### src/sv/dvpcap_pkg.sv
// dvpcap_pkg: shared constants, phase codes and types for the camera capture block
// no dependencies
package dvpcap_pkg;

  localparam int unsigned CntW = 11;
  localparam int unsigned IdxW = 21;
  localparam int unsigned DataW = 8;
  localparam int unsigned PhaseW = 4;
  localparam int unsigned AddrW = 3;
  localparam int unsigned PDataW = 32;

  localparam logic [CntW-1:0] MaxLinePixels = CntW'(1024);
  localparam logic [CntW-1:0] MaxFrameLines = CntW'(1024);
  localparam logic [CntW-1:0] ResetPixels = CntW'(160);
  localparam logic [CntW-1:0] ResetLines = CntW'(120);

  localparam logic [PhaseW-1:0] PhIdle = 4'd0;
  localparam logic [PhaseW-1:0] PhVsHigh = 4'd1;
  localparam logic [PhaseW-1:0] PhVsLow = 4'd2;
  localparam logic [PhaseW-1:0] PhHsAHigh = 4'd3;
  localparam logic [PhaseW-1:0] PhHsALow = 4'd4;
  localparam logic [PhaseW-1:0] PhHsBHigh = 4'd5;
  localparam logic [PhaseW-1:0] PhB0High = 4'd6;
  localparam logic [PhaseW-1:0] PhB0Low = 4'd7;
  localparam logic [PhaseW-1:0] PhB1High = 4'd8;
  localparam logic [PhaseW-1:0] PhB1Low = 4'd9;
  localparam logic [PhaseW-1:0] PhD0High = 4'd10;
  localparam logic [PhaseW-1:0] PhD0Low = 4'd11;
  localparam logic [PhaseW-1:0] PhD1High = 4'd12;
  localparam logic [PhaseW-1:0] PhD1Low = 4'd13;

  localparam logic RegPixels = 1'b0;
  localparam logic RegLines = 1'b1;

  typedef struct packed {
    logic             action;
    logic             vsync;
    logic             hsync;
    logic             pixel_clock;
    logic [DataW-1:0] pixel_data;
  } item_t;

  typedef struct packed {
    logic [IdxW-1:0]  byte_index;
    logic [DataW-1:0] byte_value;
    logic             frame_last;
  } result_t;

  typedef struct packed {
    logic       full;
    logic       empty;
    logic [1:0] count;
  } rb_stat_t;

  function automatic logic [CntW-1:0] clamp_limit(input logic [CntW-1:0] v,
                                                  input logic [CntW-1:0] maxv);
    logic [CntW-1:0] r;
    r = v;
    if (v == '0) r = CntW'(1);
    else if (v > maxv) r = maxv;
    return r;
  endfunction

endpackage

### src/sv/dvpcap_ctrl.sv
// dvpcap_ctrl: capture sequencer, one registered request per step, at most one result
// depends on dvpcap_pkg
module dvpcap_ctrl (
  input  logic                           clk_i,
  input  logic                           rst_ni,
  input  logic                           step_i,
  input  dvpcap_pkg::item_t              item_i,
  input  logic [dvpcap_pkg::CntW-1:0]    pixels_per_line_i,
  input  logic [dvpcap_pkg::CntW-1:0]    lines_per_frame_i,
  output logic                           res_valid_o,
  output dvpcap_pkg::result_t            res_o
);
  import dvpcap_pkg::*;

  logic [PhaseW-1:0] phase_q, phase_d;
  logic [CntW-1:0]   pix_q, pix_d, line_q, line_d, ppl, lpf;
  logic [IdxW-1:0]   widx_q, widx_d;
  logic [CntW:0]     pix_inc, line_inc;
  logic              emit, last;

  assign ppl = clamp_limit(pixels_per_line_i, MaxLinePixels);
  assign lpf = clamp_limit(lines_per_frame_i, MaxFrameLines);
  assign pix_inc = {1'b0, pix_q} + (CntW+1)'(1);
  assign line_inc = {1'b0, line_q} + (CntW+1)'(1);

  always_comb begin
    phase_d = phase_q;
    pix_d = pix_q;
    line_d = line_q;
    widx_d = widx_q;
    emit = 1'b0;
    last = 1'b0;
    if (step_i) begin
      if (item_i.action) begin
        if (phase_q == PhIdle) begin
          pix_d = '0;
          line_d = '0;
          widx_d = '0;
          phase_d = PhVsHigh;
        end
      end else begin
        case (phase_q)
          PhVsHigh:  if (item_i.vsync) phase_d = PhVsLow;
          PhVsLow:   if (!item_i.vsync) phase_d = PhHsAHigh;
          PhHsAHigh: if (item_i.hsync) phase_d = PhHsALow;
          PhHsALow:  if (!item_i.hsync) phase_d = PhHsBHigh;
          PhHsBHigh: if (item_i.hsync) phase_d = PhB0High;
          PhB0High: begin
            if (item_i.pixel_clock) begin
              emit = 1'b1;
              phase_d = PhB0Low;
            end
          end
          PhB0Low:   if (!item_i.pixel_clock) phase_d = PhB1High;
          PhB1High: begin
            if (item_i.pixel_clock) begin
              emit = 1'b1;
              last = (pix_inc >= {1'b0, ppl}) && (line_inc >= {1'b0, lpf});
              phase_d = PhB1Low;
            end
          end
          PhB1Low:   if (!item_i.pixel_clock) phase_d = PhD0High;
          PhD0High:  if (item_i.pixel_clock) phase_d = PhD0Low;
          PhD0Low:   if (!item_i.pixel_clock) phase_d = PhD1High;
          PhD1High:  if (item_i.pixel_clock) phase_d = PhD1Low;
          PhD1Low: begin
            if (!item_i.pixel_clock) begin
              if (pix_inc[CntW-1:0] >= ppl) begin
                pix_d = '0;
                if (line_inc[CntW-1:0] >= lpf) begin
                  line_d = '0;
                  phase_d = PhIdle;
                end else begin
                  line_d = line_inc[CntW-1:0];
                  phase_d = PhHsAHigh;
                end
              end else begin
                pix_d = pix_inc[CntW-1:0];
                phase_d = PhB0High;
              end
            end
          end
          PhIdle:    phase_d = PhIdle;
          default:   phase_d = PhIdle;
        endcase
        if (emit) widx_d = widx_q + IdxW'(1);
      end
    end
  end

  always_ff @(posedge clk_i or negedge rst_ni) begin
    if (!rst_ni) begin
      phase_q <= PhIdle;
      pix_q <= '0;
      line_q <= '0;
      widx_q <= '0;
    end else begin
      phase_q <= phase_d;
      pix_q <= pix_d;
      line_q <= line_d;
      widx_q <= widx_d;
    end
  end

  assign res_valid_o = emit;
  assign res_o.byte_index = widx_q;
  assign res_o.byte_value = item_i.pixel_data;
  assign res_o.frame_last = last;

endmodule

### src/sv/dvpcap_rbuf.sv
// dvpcap_rbuf: two-entry result buffer between the sequencer and the output channel
// depends on dvpcap_pkg
module dvpcap_rbuf (
  input  logic                   clk_i,
  input  logic                   rst_ni,
  input  logic                   push_i,
  input  dvpcap_pkg::result_t    push_data_i,
  input  logic                   pop_i,
  output dvpcap_pkg::result_t    head_o,
  output dvpcap_pkg::rb_stat_t   stat_o
);
  import dvpcap_pkg::*;

  result_t    mem_q [2];
  logic       wr_q, rd_q;
  logic [1:0] cnt_q, cnt_d;

  always_comb begin
    cnt_d = cnt_q;
    if (push_i && !pop_i) cnt_d = cnt_q + 2'd1;
    else if (pop_i && !push_i) cnt_d = cnt_q - 2'd1;
  end

  always_ff @(posedge clk_i) begin
    if (push_i) mem_q[wr_q] <= push_data_i;
  end

  always_ff @(posedge clk_i or negedge rst_ni) begin
    if (!rst_ni) begin
      wr_q <= 1'b0;
      rd_q <= 1'b0;
      cnt_q <= '0;
    end else begin
      if (push_i) wr_q <= ~wr_q;
      if (pop_i) rd_q <= ~rd_q;
      cnt_q <= cnt_d;
    end
  end

  assign head_o = mem_q[rd_q];
  assign stat_o.full = (cnt_q == 2'd2);
  assign stat_o.empty = (cnt_q == 2'd0);
  assign stat_o.count = cnt_q;

endmodule

### src/sv/dvp_camera_capture_decimator_top.sv
// dvp_camera_capture_decimator_top: one-frame decimating capture from a sampled camera bus
// depends on dvpcap_pkg, dvpcap_ctrl, dvpcap_rbuf
//
//   channel  | handshake                | payload
//   ---------+--------------------------+--------------------------------------------
//   in       | in_valid_i / in_stall_o  | action, vsync, hsync, pixel_clock, pixel_data
//   out      | out_valid_o / out_stall_i| byte_index, byte_value, frame_last
//   config   | apb psel/penable/pwrite  | pixels_per_line @0x0, lines_per_frame @0x4
//
// one request per cycle unless stalled: input register, sequencer step, two-entry result buffer
// a result is offered on the output once the step of its registered request writes it into the result buffer
// input stalls only while the result buffer holds two results and a request waits
// reset clears the sequencer to idle and restores 160 pixels, 120 lines
module dvp_camera_capture_decimator_top (
  input  logic                     clk_i,
  input  logic                     rst_ni,
  input  logic                     in_valid_i,
  output logic                     in_stall_o,
  input  logic                     action_i,
  input  logic                     vsync_i,
  input  logic                     hsync_i,
  input  logic                     pixel_clock_i,
  input  logic [7:0]               pixel_data_i,
  output logic                     out_valid_o,
  input  logic                     out_stall_i,
  output logic [20:0]              byte_index_o,
  output logic [7:0]               byte_value_o,
  output logic                     frame_last_o,
  input  logic                     psel,
  input  logic                     penable,
  input  logic                     pwrite,
  input  logic [2:0]               paddr,
  input  logic [31:0]              pwdata,
  output logic [31:0]              prdata,
  output logic                     pready
);
  import dvpcap_pkg::*;

  logic            s1_valid_q, s1_valid_d, in_acc, s1_go, res_valid, pop;
  item_t           s1_q;
  logic [CntW-1:0] ppl_q, lpf_q;
  result_t         res, head;
  rb_stat_t        rb_stat;

  assign in_stall_o = s1_valid_q && rb_stat.full;
  assign in_acc = in_valid_i && !in_stall_o;
  assign s1_go = s1_valid_q && !rb_stat.full;

  always_comb begin
    s1_valid_d = s1_valid_q;
    if (in_acc) s1_valid_d = 1'b1;
    else if (s1_go) s1_valid_d = 1'b0;
  end

  always_ff @(posedge clk_i or negedge rst_ni) begin
    if (!rst_ni) s1_valid_q <= 1'b0;
    else s1_valid_q <= s1_valid_d;
  end

  always_ff @(posedge clk_i) begin
    if (in_acc) begin
      s1_q.action <= action_i;
      s1_q.vsync <= vsync_i;
      s1_q.hsync <= hsync_i;
      s1_q.pixel_clock <= pixel_clock_i;
      s1_q.pixel_data <= pixel_data_i;
    end
  end

  // config registers
  assign pready = 1'b1;

  always_ff @(posedge clk_i or negedge rst_ni) begin
    if (!rst_ni) begin
      ppl_q <= ResetPixels;
      lpf_q <= ResetLines;
    end else if (psel && penable && pwrite && pready) begin
      if (paddr[2] == RegPixels) ppl_q <= pwdata[CntW-1:0];
      else lpf_q <= pwdata[CntW-1:0];
    end
  end

  assign prdata = (paddr[2] == RegLines) ? PDataW'(lpf_q) : PDataW'(ppl_q);

  dvpcap_ctrl u_ctrl (
    .clk_i             (clk_i),
    .rst_ni            (rst_ni),
    .step_i            (s1_go),
    .item_i            (s1_q),
    .pixels_per_line_i (ppl_q),
    .lines_per_frame_i (lpf_q),
    .res_valid_o       (res_valid),
    .res_o             (res)
  );

  assign pop = out_valid_o && !out_stall_i;

  dvpcap_rbuf u_rbuf (
    .clk_i       (clk_i),
    .rst_ni      (rst_ni),
    .push_i      (res_valid),
    .push_data_i (res),
    .pop_i       (pop),
    .head_o      (head),
    .stat_o      (rb_stat)
  );

  assign out_valid_o = !rb_stat.empty;
  assign byte_index_o = head.byte_index;
  assign byte_value_o = head.byte_value;
  assign frame_last_o = head.frame_last;

  a_rb_no_overflow: assert property (@(posedge clk_i) disable iff (!rst_ni)
    rb_stat.count != 2'd3)
    else $error("result buffer count out of range");

  a_result_needs_step: assert property (@(posedge clk_i) disable iff (!rst_ni)
    res_valid |-> (s1_go && !rb_stat.full))
    else $error("result produced without a step");

  a_stall_holds_request: assert property (@(posedge clk_i) disable iff (!rst_ni)
    in_stall_o |=> s1_valid_q)
    else $error("stalled with no request pending");

  a_push_lands: assert property (@(posedge clk_i) disable iff (!rst_ni)
    (res_valid && !pop) |=> !rb_stat.empty)
    else $error("pushed result lost");

endmodule

### config.mk
export PLATFORM = sky130hd
export DESIGN_NAME = dvp_camera_capture_decimator_top
export DESIGN_NICKNAME = d
export VERILOG_FILES = /design/src/sv/dvpcap_pkg.sv /design/src/sv/dvpcap_ctrl.sv /design/src/sv/dvpcap_rbuf.sv /design/src/sv/dvp_camera_capture_decimator_top.sv
export SDC_FILE = /design/constraint.sdc
export NUM_CORES = 1
export LEC_CHECK = 0
export BUFFER_PORTS_ARGS = -buffer_cell sky130_fd_sc_hd__buf_4
export CORE_UTILIZATION = 25
export DETAILED_ROUTE_END_ITERATION = 10
export MAX_ROUTING_LAYER = met4
export SETUP_SLACK_MARGIN = 0.02
export SYNTH_ARGS = -nofsm -noshare
export SYNTH_HDL_FRONTEND = slang
export SYNTH_SLANG_ARGS = --single-unit
### constraint.sdc
create_clock -name clk_i -period 4 [get_ports clk_i]
set_input_delay 0 -clock clk_i [delete_from_list [all_inputs] [get_ports clk_i]]
set_output_delay 0 -clock clk_i [all_outputs]
set_load 0.005 [all_outputs]
==> results.json, run 1 <==
{
  "drtAntennaViolNets": 0,
  "cts_tree": "yes",
  "die_w_um": 173,
  "internal_power_w": 0.00322,
  "clkSinkCount": 146,
  "synth.top_cells.by_area": "edfxtp_1 30%, dfrtp_1 23%, mux2_2 9.7%",
  "p_seq_share_pct": 41.9,
  "fp.dieH_um": 173,
  "crit_arrival_ns": 3.70,
  "synth_area_per_cell_um2": 12.2,
  "slew_headroom_pct": 32.1,
  "syn2layout_area_growth_pct": 23.7,
  "p_per_area_mw_per_mm2": 513,
  "cts_setup_buffers": 0,
  "final_cell_mix": "78 x buf_4, 72 x edfxtp_1, 68 x dfrtp_1",
  "final_common_cell": "buf_4",
  "path_clk_slew_ns": 0.07,
  "ys_seq_area_share_pct": 54.9,
  "rsz0062_at_grt": "false",
  "drt-initial-drc-count": 273,
  "required_ns": 4.29,
  "drive_above_1_share_pct": 28.5,
  "overflow": 0,
  "p_sw_share_pct": 30.8,
  "routed-via-count": 4798,
  "post_cts_resized": 0,
  "start_util_pct": 25.4,
  "cts_buffers": 17,
  "critPathCaptureType": "flip-flop",
  "drv_cap": 0,
  "met3WireLength_um": 525,
  "ir_drop_mv": 0.229,
  "grt_pass1_vias": 4731,
  "drc": 0,
  "io_pins": 119,
  "wl_mm": 15.1,
  "clock.fmax_mhz": 293,
  "fp-row-count": 62,
  "hpwl_mm": 10.0,
  "setup_tns_ns": 0,
  "status": "finished, final reports clean",
  "syn_area_mm2": 0.00732,
  "route.met2.wl_mm": 6.88,
  "hp-class": "primary input to asynchronous set/reset pin",
  "timing.hold.ws_ns": 0.275,
  "placed_cells": 1041,
  "tightestPinTransition_ns": 1.02,
  "finalSetupViolCount": 0,
  "synthCells": 599,
  "diodes": 0,
  "switchingPower_w": 0.00143,
  "min_period_over_period_pct": 85.3,
  "final_nets": 782,
  "ys_ff_latch": 146,
  "skew_ns": 0.0140,
  "grt_use_total_pct": 10.9,
  "grt_pass1_wl_mm": 25.1,
  "drt-pass1-iter-count": 4,
  "final_area_mm2": 0.00905,
  "synth_flop_cell": "edfxtp_1",
  "ys_warn_count": 0,
  "final_hold_viol_count": 0,
  "clock-root-buffer": "clkbuf_16",
  "cts_hold_buffers": 26,
  "ys_types": 67,
  "antenna_found_initial": 0,
  "fin_cells": 1099,
  "grt_max_degree": 75,
  "n_fill_cell": 2905,
  "topRoutingLayerUsed": "met4",
  "synth_edf_count": 72,
  "p_comb_share_pct": 24.5,
  "synth_async_sr_flop_share_pct": 50.7,
  "die_area_mm2": 0.0300,
  "wire_per_inst_um": 13.7,
  "pwr-share-clk_pct": 33.6,
  "pre_cts_ws_ns": 0.634,
  "leakage_nw": 3.72,
  "cp-start-kind": "flip-flop",
  "worst_skew_pair.late_latency_ns": 0.42,
  "gp_congestion": 0.789,
  "crit_type": "flip-flop to flip-flop",
  "drt-met1-wl_mm": 7.54,
  "cts-htree-levels": 4,
  "cp_max_fo": 6,
  "period_needed_ns": 3.41,
  "port_buffers": 73,
  "clockBufferDepth": 2,
  "core-area_mm2": 0.0288,
  "placed_area_mm2": 0.00822,
  "setup_slack_ns": 0.586,
  "yosysTopAreaCell": "edfxtp_1",
  "vias_per_cell": 4.37,
  "synth_top_area_share_pct": 29.5,
  "maxSlewViolCount": 0
}
==> power groups by stage <==
stage               registers (W)  clock network (W)  logic (W)
floorplan                 0.00186                  0   0.000785
global placement          0.00197                  0    0.00112
detailed placement        0.00198                  0    0.00113
CTS                       0.00195            0.00161    0.00116
global route              0.00198            0.00167    0.00126
finish                    0.00195            0.00156    0.00114
==> synth_stat cells (3+ instances only) <==
library cell  count
edfxtp_1         72
dfrtp_1          68
mux2_2           63
nand2_1          54
nor2_1           37
ha_1             26
nand3_1          24
buf_4            23
xnor2_1          23
o21ai_0          17
a22o_1           15
xor2_1           15
a21oi_1          14
inv_1            11
nand4_1           9
clkbuf_1          7
nand2b_1          7
nor3_2            7
and3_1            6
dfstp_2           6
and4_1            5
buf_2             5
nor2b_1           5
o211ai_1          5
buf_1             4
nand3b_1          4
nor4_1            4
or2_2             4
a21o_1            3
and2_1            3
mux2i_1           3
nor3_1            3
o21ai_1           3
or3_1             3
==> critical path: stages, from the launching register on <==
cell and delay, ns:
dfrtp_1 0.44, ha_1 0.28, nand3_1 0.17, nor2_1 0.23
nor2b_1 0.09, or2_2 0.31, ha_1 0.30, nand2_1 0.05
o21ai_0 0.37, a211o_1 0.17, nand2_1 0.08, a2111oi_0 0.59
buf_4 0.22
==> logic make-up (layout without fill, tap and decap cells) <==
logic type	after synthesis	count (layout)	share of synthesized area [%]
muxes	66	66	10.1
adders and majority gates	26	26	4.44
and+or+nand+nor	186	186	13.4
buffers and inverters	54	150	4.14
AOI/OAI and AO/OA	81	81	8.29
other	2	22	0.103
DFF	146	146	54.9
xor gates and xnor gates	38	38	4.55
==> final timing paths <==
path,end,depth (start not counted),slack (ns),from
setup reg to reg,u_rbuf.mem_q[0][0],12,0.59,u_ctrl.line_q[0]
hold / removal,ppl_q[4],2,0.27,rst_ni
max in group asynchronous,u_ctrl.widx_q[8],2,3.06,rst_ni
min in group clk_i,s1_q[6],2,0.30,pixel_data_i[6]
hold reg to reg,u_rbuf.mem_q[0][1],0,0.45,s1_q[0]
setup / recovery,u_rbuf.mem_q[0][0],12,0.59,u_ctrl.line_q[0]
==> cell type report <==
type	instances	area [um2]	area share, %
inverter	14	52.6	0.580
multi-input combinational	419	3080	34.0
tap	384	480	5.31
sequential	146	4020	44.4
clock inverter	14	138	1.52
clock buffer	18	439	4.85
timing repair buffer	104	846	9.34
==> sequential cells by signal (all words and copies together), names as in the netlist <==
register        cells
u_rbuf.cnt_q        2
s1_q               12
u_ctrl.pix_q       11
u_ctrl.line_q      11
u_ctrl.phase_q      4
u_rbuf.rd_q         1
ppl_q              11
u_ctrl.widx_q      21
u_rbuf.wr_q         1
u_rbuf.mem_q       60
lpf_q              11
s1_valid_q          1
==> per-layer routing <==
| metal | vias up | GRT usage, % |
|---|---|---|
| li1 | 2363 | - |
| met1 | 2343 | 14.4 |
| met2 | 86 | 16.7 |
| met3 | 6 | 2.73 |
| met4 | 0 | 2.43 |
| met5 | - | - |
==> through the flow <==
stage          utilization [%]  power (W)
2_1_floorplan                -    0.00265
3_3_place_gp              28.6    0.00310
3_5_place_dp              28.6    0.00311
4_1_cts                   31.5    0.00472
5_1_grt                   31.5    0.00491
6_report                  31.5    0.00465
No activity file was read; power rests on OpenSTA's default activity.
==> run 2: changes to the inputs <==
--- a/config.mk
+++ b/config.mk
@@ -9,7 +9,8 @@
 export CORE_UTILIZATION = 25
 export DETAILED_ROUTE_END_ITERATION = 10
 export MAX_ROUTING_LAYER = met4
-export SETUP_SLACK_MARGIN = 0.02
+export PLACE_DENSITY = 0.47
+export SETUP_SLACK_MARGIN = 0.5
 export SYNTH_ARGS = -nofsm -noshare
 export SYNTH_HDL_FRONTEND = slang
 export SYNTH_SLANG_ARGS = --single-unit
==> run 2 against run 1 <==
  * Clock power barely moved
  * Worst setup slack better by 0.19 ns
  * Final cell count stayed put
  * Non-clock buffer count unchanged
  * Combinational power barely moved
  * Flip-flop and latch count did not move
  * Total power up 0.58%
  * Sequential power barely moved
==> results.json, run 2 (synthesis gave the netlist of run 1 again) <==
{
  "port_buffers": 73,
  "min_period_over_period_pct": 80.7,
  "leakage_nw": 3.71,
  "reg2reg_depth": 12,
  "p_per_area_mw_per_mm2": 515,
  "reg.largest.list": "u_rbuf.mem_q (60), u_ctrl.widx_q (21), s1_q (12)",
  "wl_mm": 15.7,
  "die_area_mm2": 0.0300,
  "slew_headroom_pct": 32.3,
  "clock.fmax_mhz": 310,
  "drtAntennaViolNets": 0,
  "clockBufferDepth": 2,
  "reg2reg_from": "u_ctrl.line_q[0]",
  "cp_max_fo": 6,
  "cts_tree": "yes",
  "vias_per_cell": 4.33,
  "ir_drop_mv": 0.225,
  "finalSetupViolCount": 0,
  "rrSetupSlack_ns": 0.77,
  "drt-pass1-iter-count": 4,
  "path_clk_slew_ns": 0.07,
  "crit_type": "flip-flop to flip-flop",
  "rsz0062_at_grt": "false",
  "clock-root-buffer": "clkbuf_16",
  "critPathCaptureType": "flip-flop",
  "grt_max_degree": 75,
  "largest_reg_flops": 60,
  "maxSlewViolCount": 0,
  "placed_area_mm2": 0.00822,
  "grt_use_total_pct": 11.3,
  "drive_above_1_share_pct": 28.7,
  "io_pins": 119,
  "final_area_mm2": 0.00907,
  "die_w_um": 173,
  "cts_buffers": 17,
  "drt-initial-drc-count": 202,
  "period_needed_ns": 3.23,
  "start_util_pct": 25.4,
  "hpwl_mm": 10.5,
  "overflow": 0,
  "cp-start-kind": "flip-flop",
  "grt_pass1_wl_mm": 25.8,
  "routed-via-count": 4754,
  "antenna_found_initial": 0,
  "cts-htree-levels": 4,
  "grt_pass1_vias": 4795,
  "final_hold_viol_count": 0,
  "setup_tns_ns": 0,
  "core-area_mm2": 0.0288,
  "fp-row-count": 62,
  "tightestPinTransition_ns": 1.02,
  "status": "finished, final reports clean",
  "regMostFlops": "u_rbuf.mem_q",
  "r2r-end": "u_rbuf.mem_q[1][0]",
  "diodes": 0,
  "final_nets": 782,
  "skew_ns": 0.0154,
  "worst_skew_pair.late_latency_ns": 0.42,
  "required_ns": 4.29,
  "syn2layout_area_growth_pct": 23.9,
  "placed_cells": 1041,
  "drc": 0,
  "final_cell_mix": "78 x buf_4, 72 x edfxtp_1, 68 x dfrtp_1",
  "clkSinkCount": 146,
  "drv_cap": 0,
  "wire_per_inst_um": 14.3,
  "fp.dieH_um": 173,
  "final_common_cell": "buf_4",
  "hp-class": "primary input to asynchronous set/reset pin",
  "gp_congestion": 0.729,
  "fin_cells": 1099,
  "crit_arrival_ns": 3.51
}
[run 2: how the worst max path moves through the flow]
stage	end	from	cells after the start	slack [ns]
CTS	u_rbuf.mem_q[1][0]	u_ctrl.line_q[0]	12	0.67
floorplan	u_rbuf.mem_q[0][0]	u_ctrl.phase_q[1]	5	1.13
global placement	u_rbuf.mem_q[1][0]	u_ctrl.line_q[0]	12	0.72
finish	u_rbuf.mem_q[1][0]	u_ctrl.line_q[0]	12	0.77
detailed placement	u_rbuf.mem_q[1][0]	u_ctrl.line_q[0]	12	0.72
global route	u_ctrl.phase_q[0]	u_ctrl.pix_q[0]	12	0.54
[run 2: repair_timing]
action,CTS,global route
hold buffers,26,0
endpoints found under the hold margin,104,0
buffers inserted,0,0
gates resized for setup,0,4
setup endpoints to repair,0,19
[run 2: per-stage QoR]
stage	utilization (%)	setup WS [ns]	hold WS [ns]	total power (W)
floorplan	-	1.13	-0.296	0.00265
global placement	28.6	0.720	0.179	0.00312
detailed placement	28.6	0.723	0.180	0.00313
CTS	31.5	0.671	0.275	0.00475
global route	31.5	0.538	0.295	0.00494
finish	31.5	0.771	0.268	0.00467
[run 2: metal layers]
layer  share of wire [%]  global-route usage (%)  vias up
li1                    -                       -     2363
met1                  49                    14.8     2287
met2                  47                    17.6       97
met3                 3.6                    2.51        7
met4                0.74                    2.88        0
met5                   0                       -        -
[run 2: final cells by class]
| cell class | count | area (um2) |
|---|---|---|
| Sequential cell | 146 | 4020 |
| Clock buffer | 18 | 429 |
| Timing Repair Buffer | 104 | 846 |
| Multi-Input combinational cell | 419 | 3090 |
| Fill cell | 2942 | 19700 |
| Clock inverter | 14 | 149 |
| Tap cell | 384 | 480 |
| Inverter | 14 | 52.6 |
[run 2: report_power, final]
group          internal, W  switching (W)
Combinational     0.000628       0.000512
Clock             0.000880       0.000698
Sequential         0.00175       0.000209
Total              0.00325        0.00142
[run 2: critical path, cell delays in order (launching register included)]
cell       delay (ns)
dfrtp_1          0.46
ha_1             0.27
nand3_1          0.17
nor2_1           0.21
nor2b_1          0.08
or2_2            0.31
ha_1             0.29
nand2_1          0.05
o21ai_1          0.27
a211o_1          0.15
nand2_1          0.08
a2111oi_0        0.55
buf_4            0.22
